===== src/rtl/hsv_region_color_classifier_macros.svh =====
// Assertion macros for the HSV region color classifier.
// Define ASSERT_OFF to compile the checks out.
`ifndef HSV_REGION_COLOR_CLASSIFIER_MACROS_SVH
`define HSV_REGION_COLOR_CLASSIFIER_MACROS_SVH

`ifndef ASSERT_OFF

// Same-cycle implication.
`define HRCC_ASSERT_IMPLIES(label, clk, rst, ante, cons) \
   label: assert property (@(posedge clk) disable iff (rst) (ante) |-> (cons)) \
      else $error("hrcc assertion failed");

// Next-cycle implication.
`define HRCC_ASSERT_NEXT(label, clk, rst, ante, cons) \
   label: assert property (@(posedge clk) disable iff (rst) (ante) |=> (cons)) \
      else $error("hrcc assertion failed");

`else

`define HRCC_ASSERT_IMPLIES(label, clk, rst, ante, cons)
`define HRCC_ASSERT_NEXT(label, clk, rst, ante, cons)

`endif

`endif


===== src/rtl/hrcc_pkg.sv =====
package hrcc_pkg;

   localparam int MaxRegionPixels = 65536;
   localparam int CountWidth      = 17;
   localparam int RatioWidth      = 17;
   localparam int RatioShift      = 16;
   localparam int ProdWidth       = RatioWidth + CountWidth;
   localparam int NumBuckets      = 5;
   localparam int NumMainBounds   = 8;
   localparam int NumRedBounds    = 4;
   localparam int CsrIndexWidth   = 3;
   localparam int CsrDataWidth    = 64;

   typedef logic [CountWidth-1:0] count_type;

   localparam count_type CountMax = count_type'(MaxRegionPixels);

   typedef enum logic [2:0] {
      ColorRed    = 3'd0,
      ColorOrange = 3'd1,
      ColorYellow = 3'd2,
      ColorGreen  = 3'd3,
      ColorBlue   = 3'd4,
      ColorWhite  = 3'd5
   } color_type;

   typedef enum logic [CsrIndexWidth-1:0] {
      CsrWhiteRatio    = 3'd0,
      CsrWhiteSatMax   = 3'd1,
      CsrWhiteValueMin = 3'd2,
      CsrColorValueMin = 3'd3,
      CsrHueBoundsMain = 3'd4,
      CsrHueBoundsRed  = 3'd5
   } csr_index_type;

   typedef struct packed {
      logic [7:0] hue;
      logic [7:0] saturation;
      logic [7:0] brightness;
      logic       last_pixel;
   } pixel_type;

   typedef struct packed {
      color_type color;
      count_type winning_count;
   } result_type;

   typedef struct packed {
      logic [RatioWidth-1:0]          white_ratio;
      logic [7:0]                     white_sat_max;
      logic [7:0]                     white_value_min;
      logic [7:0]                     color_value_min;
      logic [NumMainBounds-1:0][7:0]  hue_bounds_main;
      logic [NumRedBounds-1:0][7:0]   hue_bounds_red;
   } cfg_type;

   // per-pixel decisions, indexed by color code for bucket_hit
   typedef struct packed {
      logic                  valid;
      logic                  last;
      logic                  white;
      logic                  colored;
      logic [NumBuckets-1:0] bucket_hit;
   } pix_flags_type;

   typedef struct packed {
      count_type                  white_count;
      count_type                  colored_count;
      count_type [NumBuckets-1:0] bucket_counts;
   } region_counts_type;

   function automatic count_type sat_inc(count_type c, logic en);
      count_type r;
      r = c;
      if (en && (c != CountMax)) begin
         r = c + count_type'(1);
      end
      return r;
   endfunction

endpackage


===== src/rtl/hsv_region_color_classifier.sv =====
// Channel   Direction  Ports                                   Transaction when
// -------   ---------  --------------------------------------  -------------------------
// pixel     in         start, busy, req_pixel                  start && !busy at clock
// result    out        rsp_strobe, rsp_result                  rsp_strobe high, 1 cycle
// csr       in         csr_write_en, csr_index, csr_write_data csr_write_en at clock
//
// One pixel per clock, every clock; busy is only raised while reset is high.
// A region's result strobes once its last pixel is taken and has passed the
// input register, classify, count, product/argmax and white test stages.
// The 17x17 ratio product is registered with the argmax, ahead of the final compare.
// Reset is synchronous: counters and valid flags clear, config registers go to defaults.
// The receiver cannot stall; every strobe is one delivered result.
module hsv_region_color_classifier (
   input  logic                                clock,
   input  logic                                reset,
   input  logic                                start,
   output logic                                busy,
   input  hrcc_pkg::pixel_type                 req_pixel,
   output logic                                rsp_strobe,
   output hrcc_pkg::result_type                rsp_result,
   input  logic                                csr_write_en,
   input  logic [hrcc_pkg::CsrIndexWidth-1:0]  csr_index,
   input  logic [hrcc_pkg::CsrDataWidth-1:0]   csr_write_data
);
   import hrcc_pkg::*;

   `include "hsv_region_color_classifier_macros.svh"

   // Configuration registers. Indexes beyond the list are dropped.
   cfg_type cfg_ff, cfg_in;

   always_comb begin
      cfg_in = cfg_ff;
      if (csr_write_en) begin
         case (csr_index)
            CsrWhiteRatio:    cfg_in.white_ratio     = csr_write_data[RatioWidth-1:0];
            CsrWhiteSatMax:   cfg_in.white_sat_max   = csr_write_data[7:0];
            CsrWhiteValueMin: cfg_in.white_value_min = csr_write_data[7:0];
            CsrColorValueMin: cfg_in.color_value_min = csr_write_data[7:0];
            CsrHueBoundsMain: cfg_in.hue_bounds_main = csr_write_data[8*NumMainBounds-1:0];
            CsrHueBoundsRed:  cfg_in.hue_bounds_red  = csr_write_data[8*NumRedBounds-1:0];
            default:          cfg_in = cfg_ff;
         endcase
      end
   end

   always_ff @(posedge clock) begin
      if (reset) begin
         cfg_ff.white_ratio     <= RatioWidth'(32768);
         cfg_ff.white_sat_max   <= 8'd60;
         cfg_ff.white_value_min <= 8'd100;
         cfg_ff.color_value_min <= 8'd40;
         cfg_ff.hue_bounds_main <= '0;
         cfg_ff.hue_bounds_red  <= '0;
      end else begin
         cfg_ff <= cfg_in;
      end
   end

   // Input register: a pixel transaction lands here on the accepting edge.
   logic      accept;
   logic      pix_valid_ff;
   pixel_type pix_ff;

   assign busy   = reset;
   assign accept = start && !busy;

   always_ff @(posedge clock) begin
      if (reset) begin
         pix_valid_ff <= 1'b0;
      end else begin
         pix_valid_ff <= accept;
      end
   end

   always_ff @(posedge clock) begin
      pix_ff <= req_pixel;
   end

   // Pipeline
   pix_flags_type     flags;
   logic              snap_valid;
   region_counts_type snap;

   hrcc_classify u_classify (
      .clock     (clock),
      .reset     (reset),
      .pix_valid (pix_valid_ff),
      .pix       (pix_ff),
      .cfg       (cfg_ff),
      .flags     (flags)
   );

   hrcc_accum u_accum (
      .clock      (clock),
      .reset      (reset),
      .flags      (flags),
      .snap_valid (snap_valid),
      .snap       (snap)
   );

   hrcc_decide u_decide (
      .clock       (clock),
      .reset       (reset),
      .snap_valid  (snap_valid),
      .snap        (snap),
      .white_ratio (cfg_ff.white_ratio),
      .res_valid   (rsp_strobe),
      .res         (rsp_result)
   );

   // A strobe always traces back to an accepted last pixel.
   `HRCC_ASSERT_IMPLIES(a_strobe_from_last, clock, reset, rsp_strobe, $past(start && !busy && req_pixel.last_pixel, 5))

   // White can only win with at least one white pixel.
   `HRCC_ASSERT_IMPLIES(a_white_nonzero, clock, reset, rsp_strobe && (rsp_result.color == ColorWhite), rsp_result.winning_count != '0)

   // Buckets only grow alongside the colored count.
   `HRCC_ASSERT_IMPLIES(a_buckets_le_colored, clock, reset, snap_valid, (snap.bucket_counts[0] <= snap.colored_count) && (snap.bucket_counts[1] <= snap.colored_count) && (snap.bucket_counts[2] <= snap.colored_count) && (snap.bucket_counts[3] <= snap.colored_count) && (snap.bucket_counts[4] <= snap.colored_count))

   // A closed region hands off exactly one snapshot per last pixel.
   `HRCC_ASSERT_NEXT(a_last_to_snap, clock, reset, flags.valid && flags.last, snap_valid)

endmodule


===== src/rtl/hrcc_classify.sv =====
module hrcc_classify (
   input  logic                  clock,
   input  logic                  reset,
   input  logic                  pix_valid,
   input  hrcc_pkg::pixel_type   pix,
   input  hrcc_pkg::cfg_type     cfg,
   output hrcc_pkg::pix_flags_type flags
);
   import hrcc_pkg::*;

   pix_flags_type flags_ff, flags_in;
   logic [7:0]    h;
   logic          is_orange, is_yellow, is_green, is_blue, is_red;

   assign h = pix.hue;

   always_comb begin
      is_orange = (h >= cfg.hue_bounds_main[0]) && (h <= cfg.hue_bounds_main[1]);
      is_yellow = (h >  cfg.hue_bounds_main[2]) && (h <= cfg.hue_bounds_main[3]);
      is_green  = (h >  cfg.hue_bounds_main[4]) && (h <= cfg.hue_bounds_main[5]);
      is_blue   = (h >  cfg.hue_bounds_main[6]) && (h <= cfg.hue_bounds_main[7]);
      is_red    = ((h >= cfg.hue_bounds_red[0]) && (h <= cfg.hue_bounds_red[1])) ||
                  ((h >= cfg.hue_bounds_red[2]) && (h <  cfg.hue_bounds_red[3]));

      flags_in         = '0;
      flags_in.valid   = pix_valid;
      flags_in.last    = pix.last_pixel;
      flags_in.white   = (pix.saturation <= cfg.white_sat_max) &&
                         (pix.brightness > cfg.white_value_min);
      flags_in.colored = pix.brightness > cfg.color_value_min;
      // first match wins: orange, yellow, green, blue, then red
      if (flags_in.colored) begin
         if (is_orange) begin
            flags_in.bucket_hit[ColorOrange] = 1'b1;
         end else if (is_yellow) begin
            flags_in.bucket_hit[ColorYellow] = 1'b1;
         end else if (is_green) begin
            flags_in.bucket_hit[ColorGreen] = 1'b1;
         end else if (is_blue) begin
            flags_in.bucket_hit[ColorBlue] = 1'b1;
         end else if (is_red) begin
            flags_in.bucket_hit[ColorRed] = 1'b1;
         end
      end
   end

   always_ff @(posedge clock) begin
      if (reset) begin
         flags_ff <= '0;
      end else begin
         flags_ff <= flags_in;
      end
   end

   assign flags = flags_ff;

endmodule


===== src/rtl/hrcc_accum.sv =====
module hrcc_accum (
   input  logic                       clock,
   input  logic                       reset,
   input  hrcc_pkg::pix_flags_type    flags,
   output logic                       snap_valid,
   output hrcc_pkg::region_counts_type snap
);
   import hrcc_pkg::*;

   region_counts_type cnt_ff, cnt_in;
   region_counts_type upd;
   region_counts_type snap_ff, snap_in;
   logic              snap_valid_ff, snap_valid_in;

   always_comb begin
      upd.white_count   = sat_inc(cnt_ff.white_count, flags.white);
      upd.colored_count = sat_inc(cnt_ff.colored_count, flags.colored);
      for (int i = 0; i < NumBuckets; i++) begin
         upd.bucket_counts[i] = sat_inc(cnt_ff.bucket_counts[i], flags.bucket_hit[i]);
      end

      cnt_in        = cnt_ff;
      snap_in       = snap_ff;
      snap_valid_in = 1'b0;
      if (flags.valid) begin
         if (flags.last) begin
            // region closes: hand off the totals, start the next region empty
            snap_in       = upd;
            snap_valid_in = 1'b1;
            cnt_in        = '0;
         end else begin
            cnt_in = upd;
         end
      end
   end

   always_ff @(posedge clock) begin
      if (reset) begin
         cnt_ff        <= '0;
         snap_valid_ff <= 1'b0;
      end else begin
         cnt_ff        <= cnt_in;
         snap_valid_ff <= snap_valid_in;
      end
   end

   always_ff @(posedge clock) begin
      snap_ff <= snap_in;
   end

   assign snap_valid = snap_valid_ff;
   assign snap       = snap_ff;

endmodule


===== src/rtl/hrcc_decide.sv =====
module hrcc_decide (
   input  logic                        clock,
   input  logic                        reset,
   input  logic                        snap_valid,
   input  hrcc_pkg::region_counts_type snap,
   input  logic [hrcc_pkg::RatioWidth-1:0] white_ratio,
   output logic                        res_valid,
   output hrcc_pkg::result_type        res
);
   import hrcc_pkg::*;

   // stage 1: product and bucket argmax
   logic [ProdWidth-1:0] prod_ff, prod_in;
   count_type            white_ff;
   color_type            best_color_ff, best_color_in;
   count_type            best_cnt_ff, best_cnt_in;
   logic                 s1_valid_ff;

   color_type c01, c23, c03;
   count_type n01, n23, n03;

   // stage 2: white test and output select
   logic [ProdWidth-1:0] lhs;
   logic                 white_wins;
   result_type           res_ff, res_in;
   logic                 res_valid_ff;

   // ties keep the lower color code
   always_comb begin
      prod_in = ProdWidth'(snap.colored_count) * ProdWidth'(white_ratio);

      if (snap.bucket_counts[ColorOrange] > snap.bucket_counts[ColorRed]) begin
         c01 = ColorOrange;
         n01 = snap.bucket_counts[ColorOrange];
      end else begin
         c01 = ColorRed;
         n01 = snap.bucket_counts[ColorRed];
      end
      if (snap.bucket_counts[ColorGreen] > snap.bucket_counts[ColorYellow]) begin
         c23 = ColorGreen;
         n23 = snap.bucket_counts[ColorGreen];
      end else begin
         c23 = ColorYellow;
         n23 = snap.bucket_counts[ColorYellow];
      end
      if (n23 > n01) begin
         c03 = c23;
         n03 = n23;
      end else begin
         c03 = c01;
         n03 = n01;
      end
      if (snap.bucket_counts[ColorBlue] > n03) begin
         best_color_in = ColorBlue;
         best_cnt_in   = snap.bucket_counts[ColorBlue];
      end else begin
         best_color_in = c03;
         best_cnt_in   = n03;
      end
   end

   always_ff @(posedge clock) begin
      prod_ff       <= prod_in;
      white_ff      <= snap.white_count;
      best_color_ff <= best_color_in;
      best_cnt_ff   <= best_cnt_in;
   end

   always_comb begin
      lhs        = ProdWidth'(white_ff) << RatioShift;
      white_wins = lhs > prod_ff;
      if (white_wins) begin
         res_in.color         = ColorWhite;
         res_in.winning_count = white_ff;
      end else begin
         res_in.color         = best_color_ff;
         res_in.winning_count = best_cnt_ff;
      end
   end

   always_ff @(posedge clock) begin
      res_ff <= res_in;
   end

   always_ff @(posedge clock) begin
      if (reset) begin
         s1_valid_ff  <= 1'b0;
         res_valid_ff <= 1'b0;
      end else begin
         s1_valid_ff  <= snap_valid;
         res_valid_ff <= s1_valid_ff;
      end
   end

   assign res_valid = res_valid_ff;
   assign res       = res_ff;

endmodule

===== config.mk =====
export PLATFORM = sky130hd
export DESIGN_NAME = hsv_region_color_classifier
export DESIGN_NICKNAME = d
export VERILOG_FILES = /design/src/rtl/hrcc_pkg.sv /design/src/rtl/hsv_region_color_classifier.sv /design/src/rtl/hrcc_classify.sv /design/src/rtl/hrcc_accum.sv /design/src/rtl/hrcc_decide.sv
export VERILOG_INCLUDE_DIRS = /design/src /design/src/rtl
export SDC_FILE = /design/constraint.sdc
export NUM_CORES = 2
export LEC_CHECK = 0
export BUFFER_PORTS_ARGS = -buffer_cell sky130_fd_sc_hd__buf_2
export CAP_MARGIN = 20
export CORE_MARGIN = 2
export CORE_UTILIZATION = 25
export CTS_CLUSTER_DIAMETER = 30
export DETAILED_ROUTE_END_ITERATION = 16
export SYNTH_ARGS = -nofsm -noshare
export SYNTH_HDL_FRONTEND = slang
export SYNTH_SLANG_ARGS = --single-unit
export TNS_END_PERCENT = 20

===== constraint.sdc =====
create_clock -name clock -period 12.1 [get_ports clock]
set_input_delay 1.21 -clock clock [delete_from_list [all_inputs] [get_ports clock]]
set_output_delay 1.21 -clock clock [all_outputs]
set_load 0.05 [all_outputs]

==> results.md <==
- The final setup skew is 27.92 ps.
- In the routed design, unresolved DRC markers number 0.
- The max-cap check violation count is 0.
- The number of setup buffers added after CTS is 0.
- TritonCTS built the clock tree.
- No sink is reached through more buffers than the 3 on the longest clock path.
- Registers take 11280 um^2.
- The number of resized instances in the post-cts repair step is 0.
- The most common cell in the synthesized netlist is sky130_fd_sc_hd__nand2_1.
- In the global route stage, overall resource usage came out at 0.1274.
- The synthesized design contains 504 register bits.
- The path class of the lowest-slack min-delay path is flip-flop to flip-flop.
- For this run, the number of Yosys warnings is 0.
- Synthesis instantiated 74 different standard cells from the library.
- The final hold slack is 337.1 ps.
- The via count of the first global-routing pass is 25.63k.
- The CTS clock-pin slew for the worst setup and hold paths is 50 ps.
- For this design, the CTS-stage hold fixing added 0 buffers.
- The via count normalized by instance count is 4.535.
- The initial utilization of the core area, before any placement, comes to 0.2525.
- The placer congestion estimate is 0.8258.
- The floorplan has 134 rows.
- In the synthesized netlist, the number of instances is 3709.
- Sorting the synthesized cells by area gives the leading types as sky130_fd_sc_hd__dfxtp_1 23%, sky130_fd_sc_hd__fa_1 13%, sky130_fd_sc_hd__ha_1 12%, sky130_fd_sc_hd__edfxtp_1 11%, sky130_fd_sc_hd__nand2_1 5.9%.
- The proportion of netlist area held by the largest area contributor is 0.2281.
- The hold violation total from the final report is 0.
- The setup TNS is 0 ps.
- The worst setup path is of the flip-flop to flip-flop kind.
- The highest net fanout along the worst path is 18.
- The per-instance average area after synthesis is 9.109 um^2.
- The number of detailed-routing iterations run before antenna repair is 5.
- Setup slack on the critical path of the routed design comes to 5338 ps.
- The H-tree depth is 3.
- The total cell area at the placement stage is 36120 um^2.
- The power consumption is 5.399 mW.
- Of the total power, the share spent switching nets is 0.2529.
- For this design the total switching power over the nets is 1.366 mW.
- The global-route congestion overflow total is 0.
- For the finished layout, the period the worst path requires is 6762 ps.
- The full die area is 138100 um^2.
- The internal portion of the total power is 4.034 mW.
- The power density over cell area is 134.1 nW/um^2.
- Summing every instance area after synthesis gives 33780 um^2.
- The pin count of the biggest net entering global routing is 124.
- Dividing the final minimum period by the clock period gives 0.5589.
- The most used flip-flop cell after synthesis is sky130_fd_sc_hd__dfxtp_1.
- The worst slack at placement is 5384 ps.
- The count of nets left with antenna violations once routing finished came out at 0.
- The I/O pin total is 118.
- The die is 371.6 um wide.
- The final core area utilization is 0.3010.
- The filler-free cell count of the finished design is 5677.
- The share of total power dissipated in sequential elements is 0.333.
- The routed length per instance is 15.58 um.
- The routed via count is 25.74k.
- The initial detailed-routing violation count is 1613.
- At the pin with the least slew margin, the transition time is 1025 ps.
- STA puts the critical path data arrival time at 7310 ps.
- Counting flops with an async set or reset pin after synthesis yields a share of 0.
- The combinational power share is 0.068.
- The worst-case headroom to the max-slew limit is 0.3164.
- The share of post-route cells with drive strength above 1 is 0.1060.
- The clock latency of the later-clocked register in the worst-skew pair is 690 ps.
- The largest voltage drop on the vdd net is 0.1497 mV.
- The post-route standard cell area excluding fillers is 40270 um^2.
- The number of synthesized flops with an enable pin is 119.
- For this run, the top clock speed supported by timing is 147.9 MHz.
- Counting the fill cells in the layout gives 14.03k.
- The initial antenna violation count came to 14.
- The clock root buffer is sky130_fd_sc_hd__clkbuf_16.
- The number of nets in the layout is 4450.
- In this run the tool buffered the top-level ports with 117 buffer cells.
- Clock tree synthesis found a total of 504 sinks.
- The wire length of the first global-routing pass is 140200 um.
- Relative to the synthesized area, the layout overhead comes to 19.19%.
- The proportion of power drawn by the clock network is 0.599.
- The analysis attributes to cell leakage a power of 17.24 nW.
- In the final layout, the multi-input gates occupy 20110 um^2.
- sky130_fd_sc_hd__dfxtp_1 takes more of the synthesized area than any other cell.
- The share of the Yosys chip area taken by registers is 0.3339.
- By count the netlist is led by 533 x sky130_fd_sc_hd__nand2_1, 476 x sky130_fd_sc_hd__inv_1, 385 x sky130_fd_sc_hd__dfxtp_1.
- In this run, CTS created clock tree buffers numbering 116.
- The critical path required time is 12650 ps.
- Setup repair after global routing left no endpoint under its margin.
- The detailed-placement wirelength estimate is 63470 um.
- The worst setup path is launched from a flip-flop.
- The number of nets produced by synthesis is 4355.
- The flow ran to the end, and the final reports show no timing, DRC or antenna violations.
- The total length of routed wires is 88460 um.
- After detailed placement, the design holds a cell count of 5454.
- Setup violations remaining at the end of the flow were counted as 0.
- STA classifies the critical path endpoint as a flip-flop.
- The floorplan core area is 133800 um^2.
- The count of final max-slew check failures was 0.
- The height of the die is 371.6 um.
==> worst paths after layout <==
path                                                   from  slack (ps)                         endpoint  cells past startpoint
worst max-delay path             u_accum.snap[66]$_DFFE_PP_        5340  u_decide.best_cnt_ff[8]$_DFF_P_                     26
worst min-delay path            u_accum.snap[117]$_DFFE_PP_         340    u_decide.white_ff[15]$_DFF_P_                      0
worst max register to register   u_accum.snap[66]$_DFFE_PP_        5340  u_decide.best_cnt_ff[8]$_DFF_P_                     26
worst min register to register  u_accum.snap[117]$_DFFE_PP_         340    u_decide.white_ff[15]$_DFF_P_                      0
==> cells in the final DEF, fill, tap and decap left out, types with 18 or more instances in the layout <==
master and count:
sky130_fd_sc_hd__clkbuf_16 116, sky130_fd_sc_hd__nor3_1 54, sky130_fd_sc_hd__nor4_1 20, sky130_fd_sc_hd__and2_1 116
sky130_fd_sc_hd__buf_4 18, sky130_fd_sc_hd__fa_1 224, sky130_fd_sc_hd__ha_1 326, sky130_fd_sc_hd__xor2_1 54
sky130_fd_sc_hd__a21oi_1 253, sky130_fd_sc_hd__buf_2 116, sky130_fd_sc_hd__xnor2_1 85, sky130_fd_sc_hd__and3_1 44
sky130_fd_sc_hd__edfxtp_1 119, sky130_fd_sc_hd__mux2i_1 55, sky130_fd_sc_hd__inv_1 475, sky130_fd_sc_hd__nor2b_1 35
sky130_fd_sc_hd__o21ai_0 125, sky130_fd_sc_hd__inv_6 19, sky130_fd_sc_hd__a21o_1 84, sky130_fd_sc_hd__nor2_1 190
sky130_fd_sc_hd__nand2_1 532, sky130_fd_sc_hd__a22oi_1 51, sky130_fd_sc_hd__mux2_2 35, sky130_fd_sc_hd__nand3_1 47
sky130_fd_sc_hd__dfxtp_1 383, sky130_fd_sc_hd__nand4_1 40
==> flip-flops by register name (all words and copies together), names as in the netlist <==
register	flops
u_decide.prod_ff	34
u_classify.flags	9
u_accum.cnt_ff	119
u_decide.best_color_ff	3
u_decide.res_valid	1
u_decide.best_cnt_ff	17
u_accum.snap	119
u_decide.res	20
u_accum.snap_valid	1
cfg_ff	137
pix_ff	25
u_decide.s1_valid_ff	1
u_decide.white_ff	17
pix_valid_ff	1
==> per-layer routing <==
| metal | vias to the layer above | share of wire | GRT usage |
|---|---|---|---|
| li1 | 12580 | - | - |
| met1 | 12270 | 0.47 | 0.1741 |
| met2 | 703 | 0.44 | 0.1981 |
| met3 | 163 | 0.067 | 0.02978 |
| met4 | 22 | 0.024 | 0.03962 |
| met5 | - | 0.0016 | 0 |
==> critical path, stage by stage (launching register included) <==
cell and delay, ps:
sky130_fd_sc_hd__edfxtp_1 400, sky130_fd_sc_hd__ha_1 340, sky130_fd_sc_hd__nand4_1 140, sky130_fd_sc_hd__nor3_1 340
sky130_fd_sc_hd__o311ai_0 200, sky130_fd_sc_hd__o211ai_1 200, sky130_fd_sc_hd__nand2_2 390, sky130_fd_sc_hd__mux2i_1 320
sky130_fd_sc_hd__inv_1 70, sky130_fd_sc_hd__ha_1 330, sky130_fd_sc_hd__a21oi_1 160, sky130_fd_sc_hd__nand2_1 70
sky130_fd_sc_hd__a211oi_1 240, sky130_fd_sc_hd__o21ai_0 110, sky130_fd_sc_hd__a21o_1 210, sky130_fd_sc_hd__nand2_1 560
sky130_fd_sc_hd__mux2_2 440, sky130_fd_sc_hd__ha_1 300, sky130_fd_sc_hd__a21o_1 160, sky130_fd_sc_hd__a21oi_1 140
sky130_fd_sc_hd__o21ai_0 110, sky130_fd_sc_hd__a221oi_1 320, sky130_fd_sc_hd__o21ai_0 160, sky130_fd_sc_hd__a221oi_1 330
sky130_fd_sc_hd__a31oi_2 160, sky130_fd_sc_hd__buf_4 280, sky130_fd_sc_hd__mux2i_1 140
==> cells by family after synthesis <==
kind of cell | share of synthesized area
xor gates and xnor gates | 0.03603
buffers and inverters | 0.07170
DFF | 0.3339
AOI/OAI and AO/OA | 0.1156
adders and majority gates | 0.2535
and+or+nand+nor | 0.1614
muxes | 0.02796
==> layout make-up <==
cell class | instances | share of cell area
Multi-Input combinational cell | 2570 | 0.4994
Sequential cell | 504 | 0.2802
Clock buffer | 133 | 0.07516
Tap cell | 1768 | 0.05494
Inverter | 477 | 0.04446
Clock inverter | 86 | 0.02747
Timing Repair Buffer | 135 | 0.01812
Antenna cell | 4 | 0.0002486
==> power groups by stage <==
| stage | Sequential (mW) | Clock (mW) | Combinational, mW |
|---|---|---|---|
| 2_1_floorplan | 1.82 | 0 | 0.256 |
| 3_3_place_gp | 1.83 | 0 | 0.360 |
| 3_5_place_dp | 1.83 | 0 | 0.367 |
| 4_1_cts | 1.80 | 3.29 | 0.370 |
| 5_1_grt | 1.80 | 3.38 | 0.421 |
| 6_report | 1.80 | 3.24 | 0.367 |
No activity file was read; power rests on OpenSTA's default activity.
